## src/sv/srcb_pkg.sv

```systemverilog
// Shared types and constants for the SATA read command builder.
// Used by srcb_ctrl, srcb_dp and the top level; depends on nothing.
`timescale 1ns / 1ps

package srcb_pkg;

  // Result status codes
  typedef enum logic [1:0] {
    ST_OK        = 2'd0,
    ST_NO_SLOT   = 2'd1,
    ST_BAD_COUNT = 2'd2
  } status_e;

  // Fixed field widths
  localparam int unsigned LBA_W    = 48;
  localparam int unsigned COUNT_W  = 16;
  localparam int unsigned ADDR_W   = 64;
  localparam int unsigned MASK_W   = 32;
  localparam int unsigned SLOT_W   = 5;
  localparam int unsigned EIDX_W   = 3;
  localparam int unsigned ETOT_W   = 4;
  localparam int unsigned BCL1_W   = 13;

  // Descriptor table size; tied to the entry_index and entry_total widths
  localparam int unsigned MAX_ENTRIES = 8;

  // Chunk geometry: 16 sectors of 512 bytes
  localparam int unsigned CHUNK_SHIFT  = 4;
  localparam int unsigned SECTOR_SHIFT = 9;
  localparam logic [ADDR_W-1:0] CHUNK_BYTES = ADDR_W'(1 << (CHUNK_SHIFT + SECTOR_SHIFT));

  // Commands from controller to datapath
  typedef struct packed {
    logic load;     // latch a new request
    logic advance;  // step to the next descriptor
  } cmd_t;

  // Status from datapath to controller
  typedef struct packed {
    logic last;     // current descriptor is the final one
  } sts_t;

endpackage

```

## src/sv/srcb_ctrl.sv

```systemverilog
// Controller for the SATA read command builder: accept / emit sequencing.
// Depends on srcb_pkg for the command and status structs.
`timescale 1ns / 1ps

module srcb_ctrl (
  input  logic          clk_i,
  input  logic          rst_ni,
  input  logic          in_valid_i,
  output logic          in_ready_o,
  output logic          out_valid_o,
  input  logic          out_ready_i,
  output srcb_pkg::cmd_t cmd_o,
  input  srcb_pkg::sts_t sts_i
);

  typedef enum logic {
    S_IDLE,
    S_EMIT
  } state_e;

  state_e state_q, state_d;
  logic   out_valid_q, out_valid_d;

  // Next state and output valid
  always_comb begin
    state_d     = state_q;
    out_valid_d = out_valid_q;
    unique case (state_q)
      S_IDLE: begin
        if (in_valid_i) begin
          state_d     = S_EMIT;
          out_valid_d = 1'b1;
        end
      end
      S_EMIT: begin
        if (out_ready_i && sts_i.last) begin
          state_d     = S_IDLE;
          out_valid_d = 1'b0;
        end
      end
      default: begin
        state_d     = S_IDLE;
        out_valid_d = 1'b0;
      end
    endcase
  end

  always_ff @(posedge clk_i or negedge rst_ni) begin
    if (!rst_ni) begin
      state_q     <= S_IDLE;
      out_valid_q <= 1'b0;
    end else begin
      state_q     <= state_d;
      out_valid_q <= out_valid_d;
    end
  end

  assign in_ready_o    = (state_q == S_IDLE);
  assign out_valid_o   = out_valid_q;

  // Datapath commands
  assign cmd_o.load    = in_ready_o && in_valid_i;
  assign cmd_o.advance = out_valid_q && out_ready_i && !sts_i.last;

endmodule

```

## src/sv/srcb_dp.sv

```systemverilog
// Datapath for the SATA read command builder: slot search, count check,
// descriptor registers and address stepping. Depends on srcb_pkg.
`timescale 1ns / 1ps

module srcb_dp #(
  parameter int unsigned SLOT_COUNT  = 32
) (
  input  logic                              clk_i,
  input  srcb_pkg::cmd_t                    cmd_i,
  output srcb_pkg::sts_t                    sts_o,
  input  logic [srcb_pkg::LBA_W-1:0]        lba_start_i,
  input  logic [srcb_pkg::COUNT_W-1:0]      num_sectors_i,
  input  logic [srcb_pkg::ADDR_W-1:0]       dest_address_i,
  input  logic [srcb_pkg::MASK_W-1:0]       active_slots_i,
  input  logic [srcb_pkg::MASK_W-1:0]       issued_slots_i,
  output srcb_pkg::status_e                 status_o,
  output logic [srcb_pkg::SLOT_W-1:0]       slot_o,
  output logic [srcb_pkg::EIDX_W-1:0]       entry_index_o,
  output logic [srcb_pkg::ETOT_W-1:0]       entry_total_o,
  output logic [srcb_pkg::ADDR_W-1:0]       data_address_o,
  output logic [srcb_pkg::BCL1_W-1:0]       byte_count_less_one_o,
  output logic [srcb_pkg::LBA_W-1:0]        block_address_o,
  output logic [srcb_pkg::COUNT_W-1:0]      frame_count_o
);

  localparam int unsigned IDX_W       = $clog2(srcb_pkg::MAX_ENTRIES + 1);
  localparam int unsigned MAX_SECTORS = srcb_pkg::MAX_ENTRIES << srcb_pkg::CHUNK_SHIFT;

  // Lowest free slot: isolate the lowest set bit of the free mask, then encode
  logic [SLOT_COUNT-1:0]       free_mask, free_low;
  logic [srcb_pkg::SLOT_W-1:0] slot_enc;
  logic                        slot_found;

  assign free_mask  = ~(active_slots_i[SLOT_COUNT-1:0] | issued_slots_i[SLOT_COUNT-1:0]);
  assign free_low   = free_mask & (~free_mask + SLOT_COUNT'(1));
  assign slot_found = |free_mask;

  always_comb begin
    slot_enc = '0;
    for (int i = 0; i < SLOT_COUNT; i++) begin
      if (free_low[i]) slot_enc = slot_enc | srcb_pkg::SLOT_W'(i);
    end
  end

  // Count check and descriptor total
  logic                         count_ok, req_ok;
  logic [srcb_pkg::COUNT_W-1:0] count_m1;
  logic [IDX_W-1:0]             total_calc;

  assign count_ok   = (num_sectors_i != '0) &&
                      (32'(num_sectors_i) <= 32'(MAX_SECTORS));
  assign req_ok     = slot_found && count_ok;
  assign count_m1   = num_sectors_i - srcb_pkg::COUNT_W'(1);
  assign total_calc = IDX_W'(count_m1 >> srcb_pkg::CHUNK_SHIFT) + IDX_W'(1);

  // Request and descriptor registers
  srcb_pkg::status_e            status_q;
  logic [srcb_pkg::SLOT_W-1:0]  slot_q;
  logic [IDX_W-1:0]             idx_q, total_q;
  logic [srcb_pkg::ADDR_W-1:0]  addr_q;
  logic [srcb_pkg::LBA_W-1:0]   lba_q;
  logic [srcb_pkg::COUNT_W-1:0] count_q;
  logic [3:0]                   tail_q;   // sectors in the final chunk, less one

  always_ff @(posedge clk_i) begin
    if (cmd_i.load) begin
      if (!slot_found) begin
        status_q <= srcb_pkg::ST_NO_SLOT;
      end else if (!count_ok) begin
        status_q <= srcb_pkg::ST_BAD_COUNT;
      end else begin
        status_q <= srcb_pkg::ST_OK;
      end
      slot_q  <= slot_found ? slot_enc : '0;
      idx_q   <= '0;
      total_q <= req_ok ? total_calc : '0;
      addr_q  <= req_ok ? dest_address_i : '0;
      lba_q   <= req_ok ? lba_start_i : '0;
      count_q <= req_ok ? num_sectors_i : '0;
      tail_q  <= count_m1[3:0];
    end else if (cmd_i.advance) begin
      idx_q  <= idx_q + IDX_W'(1);
      addr_q <= addr_q + srcb_pkg::CHUNK_BYTES;
    end
  end

  logic status_ok, last_chunk;
  assign status_ok  = (status_q == srcb_pkg::ST_OK);
  assign last_chunk = (idx_q + IDX_W'(1)) == total_q;

  assign sts_o.last            = !status_ok || last_chunk;
  assign status_o              = status_q;
  assign slot_o                = slot_q;
  assign entry_index_o         = srcb_pkg::EIDX_W'(idx_q);
  assign entry_total_o         = srcb_pkg::ETOT_W'(total_q);
  assign data_address_o        = addr_q;
  assign block_address_o       = lba_q;
  assign frame_count_o         = count_q;
  // Full chunk reads 8191; the final chunk reads tail*512 + 511
  assign byte_count_less_one_o = !status_ok ? '0 :
                                 last_chunk ? {tail_q, {srcb_pkg::SECTOR_SHIFT{1'b1}}} :
                                              {srcb_pkg::BCL1_W{1'b1}};

endmodule

```

## src/sv/sata_read_command_builder.sv

```systemverilog
// Top level of the SATA read command builder (READ DMA EXT setup).
// Instantiates srcb_ctrl and srcb_dp; depends on srcb_pkg.
//
// Usage:
//   The slave stream takes one read request per item: LBA, sector count,
//   destination address and the active / issued slot masks. The block picks
//   the lowest free command slot among SLOT_COUNT and checks the count
//   against 1 .. MAX_ENTRIES*16 sectors.
//   The master stream gives one descriptor per 16-sector chunk, tlast on the
//   final one. A request with no free slot or a bad count gives a single
//   item carrying the error status, with tlast set.
//   Timing: the first descriptor is valid the cycle after the request is
//   taken, then one descriptor per cycle while tready is high. Descriptors
//   come from the single descriptor register stepped by the controller;
//   the next request is taken once the last item has gone.
//   A stall on the master side holds the current descriptor unchanged.
//   Reset empties the output and leaves the block ready for a request;
//   there is no stored state between requests.
`timescale 1ns / 1ps

module sata_read_command_builder #(
  parameter int unsigned SLOT_COUNT  = 32
) (
  input  logic         clk_i,
  input  logic         rst_ni,
  input  logic         s_axis_tvalid,
  output logic         s_axis_tready,
  // [47:0] lba_start, [63:48] num_sectors, [127:64] dest_address,
  // [159:128] active_slots, [191:160] issued_slots
  input  logic [191:0] s_axis_tdata,
  output logic         m_axis_tvalid,
  input  logic         m_axis_tready,
  // [1:0] status, [6:2] slot, [9:7] entry_index, [13:10] entry_total,
  // [77:14] data_address, [90:78] byte_count_less_one,
  // [138:91] block_address, [154:139] frame_count, [159:155] zero
  output logic [159:0] m_axis_tdata,
  output logic         m_axis_tlast
);

  srcb_pkg::cmd_t    cmd;
  srcb_pkg::sts_t    sts;
  srcb_pkg::status_e status;

  logic [srcb_pkg::SLOT_W-1:0]  slot;
  logic [srcb_pkg::EIDX_W-1:0]  entry_index;
  logic [srcb_pkg::ETOT_W-1:0]  entry_total;
  logic [srcb_pkg::ADDR_W-1:0]  data_address;
  logic [srcb_pkg::BCL1_W-1:0]  byte_count_less_one;
  logic [srcb_pkg::LBA_W-1:0]   block_address;
  logic [srcb_pkg::COUNT_W-1:0] frame_count;

  srcb_ctrl u_ctrl (
    .clk_i       (clk_i),
    .rst_ni      (rst_ni),
    .in_valid_i  (s_axis_tvalid),
    .in_ready_o  (s_axis_tready),
    .out_valid_o (m_axis_tvalid),
    .out_ready_i (m_axis_tready),
    .cmd_o       (cmd),
    .sts_i       (sts)
  );

  srcb_dp #(
    .SLOT_COUNT  (SLOT_COUNT)
  ) u_dp (
    .clk_i                 (clk_i),
    .cmd_i                 (cmd),
    .sts_o                 (sts),
    .lba_start_i           (s_axis_tdata[47:0]),
    .num_sectors_i         (s_axis_tdata[63:48]),
    .dest_address_i        (s_axis_tdata[127:64]),
    .active_slots_i        (s_axis_tdata[159:128]),
    .issued_slots_i        (s_axis_tdata[191:160]),
    .status_o              (status),
    .slot_o                (slot),
    .entry_index_o         (entry_index),
    .entry_total_o         (entry_total),
    .data_address_o        (data_address),
    .byte_count_less_one_o (byte_count_less_one),
    .block_address_o       (block_address),
    .frame_count_o         (frame_count)
  );

  // Output packing
  assign m_axis_tdata = {5'd0, frame_count, block_address, byte_count_less_one,
                         data_address, entry_total, entry_index, slot, status};
  assign m_axis_tlast = sts.last;

  // Request intake and descriptor output never overlap
  assert property (@(posedge clk_i) disable iff (!rst_ni)
    !(s_axis_tready && m_axis_tvalid))
    else $error("intake open while a descriptor is pending");

  // A taken request shows its first item on the next cycle
  assert property (@(posedge clk_i) disable iff (!rst_ni)
    (s_axis_tvalid && s_axis_tready) |=> (m_axis_tvalid && entry_index == '0))
    else $error("first descriptor missing after request");

  // Error results are always single items
  assert property (@(posedge clk_i) disable iff (!rst_ni)
    (m_axis_tvalid && status != srcb_pkg::ST_OK) |-> m_axis_tlast)
    else $error("error status without tlast");

  // Descriptors of one request count up by one
  assert property (@(posedge clk_i) disable iff (!rst_ni)
    (m_axis_tvalid && m_axis_tready && !m_axis_tlast) |=>
      (m_axis_tvalid && entry_index == $past(entry_index) + 3'd1))
    else $error("descriptor index did not step");

  // Intake reopens once the final item has gone
  assert property (@(posedge clk_i) disable iff (!rst_ni)
    (m_axis_tvalid && m_axis_tready && m_axis_tlast) |=> s_axis_tready)
    else $error("intake not reopened after final descriptor");

endmodule

```

## config.mk

```make
export PLATFORM = sky130hd
export DESIGN_NAME = sata_read_command_builder
export DESIGN_NICKNAME = d
export VERILOG_FILES = /design/src/sv/srcb_pkg.sv /design/src/sv/srcb_ctrl.sv /design/src/sv/srcb_dp.sv /design/src/sv/sata_read_command_builder.sv
export SDC_FILE = /design/constraint.sdc
export NUM_CORES = 1
export LEC_CHECK = 0
export BUFFER_PORTS_ARGS = -buffer_cell sky130_fd_sc_hd__buf_4
export CORE_AREA = 3 3 138 140
export DETAILED_ROUTE_END_ITERATION = 8
export DIE_AREA = 0 0 141 143
export GPL_TIMING_DRIVEN = 0
export PLACE_DENSITY = 0.71
export SKIP_LAST_GASP = 1
export SYNTH_ARGS = -nofsm -noshare
export SYNTH_HDL_FRONTEND = slang
export SYNTH_SLANG_ARGS = --single-unit
```

## constraint.sdc

```tcl
create_clock -name clk_i -period 7.9 [get_ports clk_i]
set_clock_uncertainty 0.15 [all_clocks]
set_input_delay 0.79 -clock clk_i [delete_from_list [all_inputs] [get_ports clk_i]]
set_output_delay 0.79 -clock clk_i [all_outputs]
set_load 0.02 [all_outputs]
```

After elaboration in Yosys (flattened, before gate mapping)
Index checks and enable logic that the tools add are counted.

storage, ports and cells
  output and inout bits = 163
  register bits = 148

cells by class
  add/sub/neg operators = 5
  reductions and logical operators = 14
  eq/ne operators = 3
  magnitude comparators = 1
  bitwise logic cells = 5
  muxes and demuxes = 49

operators by type and width
  kind                    number
  $mux 64                 4
  $mux 5                  16
  $add 64x14->64 const B  1
  $not 32->32             2
  $mux 4                  10
  $add 32x1->32 const B   1
  $and 32x32->32          1
  $or 32x32->32           1
  $reduce_or 32->1        1
  $mux 13                 2
  $le 16x8->1 const B     1
  $reduce_bool 16->1      1
  $mux 2                  7
  $mux 3                  4
  $add 4x1->4 const B     2
  $sub 8x1->8 const B     1
  $logic_and 1x1->1       6
  $mux 1                  5
  $eq 4x4->1              1
  $ne 3x3->1 const B      1
  $logic_not 1->1         2
  $logic_not 2->1         1
  $ne 2x2->1 const B      1
  $pmux 1 s2              1
  other kinds (4)         4

Depth between registers and ports, before layout
  depth after elaboration = 36
  gate-level depth with buffers = 9
  gate-level depth less buffers = 8

Hierarchy
From an unflattened synthesis, not the netlist that was laid out.

unflattened totals
  cell total of the unflattened synthesis = 700
  area, all modules = 7,878.8 µm²

by module, submodules not included
  module                     area each (µm²)  cells an instance  instances
  srcb_dp                    7,743.7          684                1
  srcb_ctrl                  93.8             10                 1
  sata_read_command_builder  41.3             6                  1

Least setup slack after synthesis
No wires, ideal clock.

  path kind = input to register
  from = in s_axis_tvalid
  to = reg u_dp.addr_q, in the netlist u_dp.data_address_o[19] (data pin)
  setup slack = 3,502 ps
  path buffers = 1
  stages = 4
  arrival = 3,841 ps
  setup time = 407 ps
  path through = nand2_1 > inv_1 > clkbuf_1 > o22ai_1

RTL lines
  item                  line                             RTL
  from (decl)           sata_read_command_builder.sv:26  input logic s_axis_tvalid,
  to (signal assigned)  srcb_dp.sv:77                    addr_q <= req_ok ? dest_address_i : '0;
  to (signal assigned)  srcb_dp.sv:83                    addr_q <= addr_q + srcb_pkg::CHUNK_BYTES;
  to (decl)             srcb_dp.sv:60                    logic [srcb_pkg::ADDR_W-1:0] addr_q;

Worst setup path in the final report
  from = in s_axis_tdata[179]
  to = reg u_dp.addr_q, in the netlist u_dp.data_address_o[62] (data pin)

between the ends
  cells in the longest elaborated chain, start to end = 6

RTL lines
  item               line                             RTL
  from (decl)        sata_read_command_builder.sv:30  input logic [191:0] s_axis_tdata,
  $or 32x32->32      srcb_dp.sv:34                    assign free_mask = ~(active_slots_i[SLOT_COUNT-1:0] | issued_slots_i[SLOT_COUNT-1:0]);
  $not 32->32        srcb_dp.sv:34
  $reduce_or 32->1   srcb_dp.sv:36                    assign slot_found = |free_mask;
  $logic_and 1x1->1  srcb_dp.sv:52                    assign req_ok = slot_found && count_ok;
  $mux 64            srcb_dp.sv:77
  $mux 64            srcb_dp.sv:66                    if (cmd_i.load) begin

Every way passes these cells.
A chain may end at the register's enable or synchronous reset.

==> key figures <==
Run status
  – Status: completed

Critical path
  – Worst Setup SP: s_axis_tdata[179]
  – FF-to-FF End: u_dp.data_address_o[15]
  – Critical path required time: 7.92 ns
  – Startpoint class of the critical path: input pin
  – Arrival time worst endpoint: 3.47 ns
  – Crit-path cells: buf_4 -> o22ai_1 -> or4_1 -> clkbuf_1 -> or3_4 -> nor4_4 -> nor3_1 -> buf_2 -> clkbuf_1 -> a22o_1
  – Slowest CP cell: or4_1
  – Crit path max fanout: 10
  – Reg2reg start: u_dp.status_o[1]
  – Critical path endpoint: u_dp.data_address_o[62]
  – CP most frequent cell: clkbuf_1
  – Crit end category: register
  – CP Class: input pin to register
  – R2R depth: 5
  – R2R setup slack: 4.97 ns
  – Max stage delay on crit path: 0.50 ns

Synth
  – Post-synth EDFFs: 143
  – Most area-consuming cells after synthesis: edfxtp_1 (57%), and2_1 (5.7%), xor2_1 (4.5%)
  – Syn Inst Count: 656
  – Async SR Flop Fraction: 0.00676
  – Share of the synthesized area in the top cell type: 0.568
  – Compound-gate portion of the synthesized area: 0.105
  – Post-Synth Adder-Cell Area: 0.00828
  – XOR/XNOR Fraction of Synth Area: 0.0730
  – Synth Area in Simple Gates: 0.193
  – Synth unique cells: 51
  – Multiplexer area fraction after synthesis: 0
  – Mapped Area: 7560 µm²
  – Register bit total from synthesis: 148
  – Ys Warns: 0
  – Largest family of logic cells by synthesized area: simple AND/OR/NAND/NOR gates
  – Ys flop type: edfxtp_1
  – Sequential-to-total area share from yosys stat: 0.582
  – Largest area contributor in the netlist: edfxtp_1
  – Syn_area_per_cell: 11.5 µm²

STA
  – Setup ws final: 4.45 ns
  – Final worst-path cycle share: 0.436
  – Final setup fails: 0
  – Setup TNS: 0 ns
  – Least-Margin Pin Slew: 0.885 ns
  – Max-slew headroom: 0.408
  – Peak Freq: 0.290 GHz
  – RSZ-0062 raised after global routing: no
  – Tmin final: 3.45 ns
  – Slew Limit Fails: 0
  – Hold Vio Cnt, Final: 0

Placement
  – Dpl cell area: 10600 µm²
  – GPL Wtd Cong: 0.848
  – Pre-CTS setup slack: 4.02 ns
  – # port buffers: 353
  – DP HPWL: 18700 µm

Power and ir drop
  – Pwr dens: 193 nW/µm²
  – Peak VDD IR: 0.000160 V
  – Static leakage: 4.70 nW

Clock tree
  – Resized Gates After CTS: 0
  – H-tree levels: 4
  – Post-CTS Setup Bufs: 0
  – CTS max path bufs: 2
  – Clock sinks: 148
  – Root Driver: clkbuf_16
  – Worst-path clk slew: 0.07 ns
  – Cts bufs inserted: 17
  – CTS tree: yes
  – Clk_lat worst skew: 0.42 ns

Global route
  – First-pass GRT wire length: 35300 µm
  – Total gr overflow: 0
  – All-Layer GR Usage: 0.229
  – Largest net degree at the start of global routing: 59
  – Initial antenna violation count: 3
  – Vias in the first global route: 6373

Flow run
  – Max-Cap Viols: 0

Final layout
  – Share of cells above drive strength 1: 0.398
  – Commonest non-fill, non-tap cells in the layout: buf_4 (370), edfxtp_1 (143), and2_1 (69)
  – Most common cell after layout, fill and taps aside: buf_4
  – Post-layout util: 0.623
  – Final instance area: 11200 µm²
  – Final nets: 1244
  – Area grow syn2layout: 48.1%

Route
  – Vias: 6579
  – Total wire length: 23900 µm
  – Via density per instance: 5.11
  – DRC: 0
  – Pre-antenna DRT Iters: 5
  – Post-route ant nets: 0
  – Routed length per instance: 18.5 µm
  – Iter 0 DRT Violations: 363

Floorplan
  – Die H: 143 µm
  – Core area: 18000 µm²
  – Initial core utilization: 0.421
  – Horiz. Die Dim: 141 µm
  – DIE AREA: 20200 µm²
  – Num rows: 49
  – # IOs: 359

Min path
  – Hold WC Path Type: register to register
  – Hold Path Depth: 2
worst max-delay path: cells and delay by family:
kind	cells	cell delay (ns)
buf+inv	4	0.79
compound gates	2	0.36
simple gates	4	1.51
cell type report:
type | instances | area, µm²
sequential | 148 | 4400
buffer | 40 | 230
clock inverter | 15 | 159
multi-input combinational | 463 | 2920
fill | 1497 | 6770
inverter | 17 | 63.8
tap | 229 | 287
timing repair buffer | 356 | 2710
antenna | 3 | 7.51
clock buffer | 17 | 425
per-stage QoR:
step	total power [mW]	hold WS, ns	instances
after floorplan	1.17	0.320	668
after global placement	1.38	0.335	1250
after detailed placement	1.38	0.344	1252
after CTS	2.18	0.354	1285
after global routing	2.25	0.386	1288
final	2.16	0.361	1288
synth_stat cells, types with 5 or more instances:
cell type / number
o2bb2ai_1: 6
nand4_1: 10
nor4_1: 17
nor2_1: 42
and4_1: 8
nor3_1: 25
xnor2_1: 24
clkbuf_1: 18
ha_1: 5
o22ai_1: 31
edfxtp_1: 143
and2_1: 69
a22o_1: 28
nand2_1: 52
a21oi_1: 9
nand3_1: 23
buf_4: 17
or2_2: 6
inv_1: 17
xor2_1: 39
o21ai_0: 11
o31ai_1: 5
worst min path at each step:
stage,from,to,slack [ns]
global route,u_dp.idx_q[3],u_dp.idx_q[3],0.39
floorplan,u_dp.idx_q[3],u_dp.idx_q[3],0.32
CTS,u_dp.idx_q[3],u_dp.idx_q[3],0.35
finish,u_dp.idx_q[3],u_dp.idx_q[3],0.36
detailed placement,u_dp.idx_q[3],u_dp.idx_q[3],0.34
global placement,u_dp.idx_q[3],u_dp.idx_q[3],0.34
metal layers:
layer  routed length, µm  part of all wire  track usage  up-vias
li1                    -                 -            -     3198
met1                8970              0.38        0.273     3079
met2               12500              0.52        0.398      269
met3                1890             0.079       0.0633       33
met4                 500             0.021       0.0847        0
met5                   0                 0            0        -
power by group:
part / switching [mW] / total, mW / internal, mW / leakage [nW]
clock network: 0.370 / 0.794 / 0.424 / 0.282
registers: 0.0405 / 0.973 / 0.932 / 1.39
logic: 0.209 / 0.393 / 0.184 / 3.02
what timing repair did:
item / 4_1_cts / 5_1_grt
hold endpoints to repair: 1 / 0
hold buffers: 1 / 0
endpoints found under the setup margin: 0 / 0
state kept, by name, indices dropped and copies added, names as in the netlist:
name / flops
u_dp.slot_o: 5
u_dp.block_address_o: 48
u_dp.data_address_o: 64
u_dp.tail_q: 4
u_dp.entry_total_o: 4
u_dp.frame_count_o: 16
u_dp.status_o: 2
u_dp.idx_q: 4
u_ctrl.state_q: 1
logic make-up after synthesis:
group | Yosys count
XOR/XNOR | 63
flip-flops | 148
adder cells (fa/ha/maj) | 5
AO/OA/AOI/OAI | 110
other | 1
buffers and inverters | 57
AND/OR/NAND/NOR | 272
No activity file was read; power rests on OpenSTA's default activity.
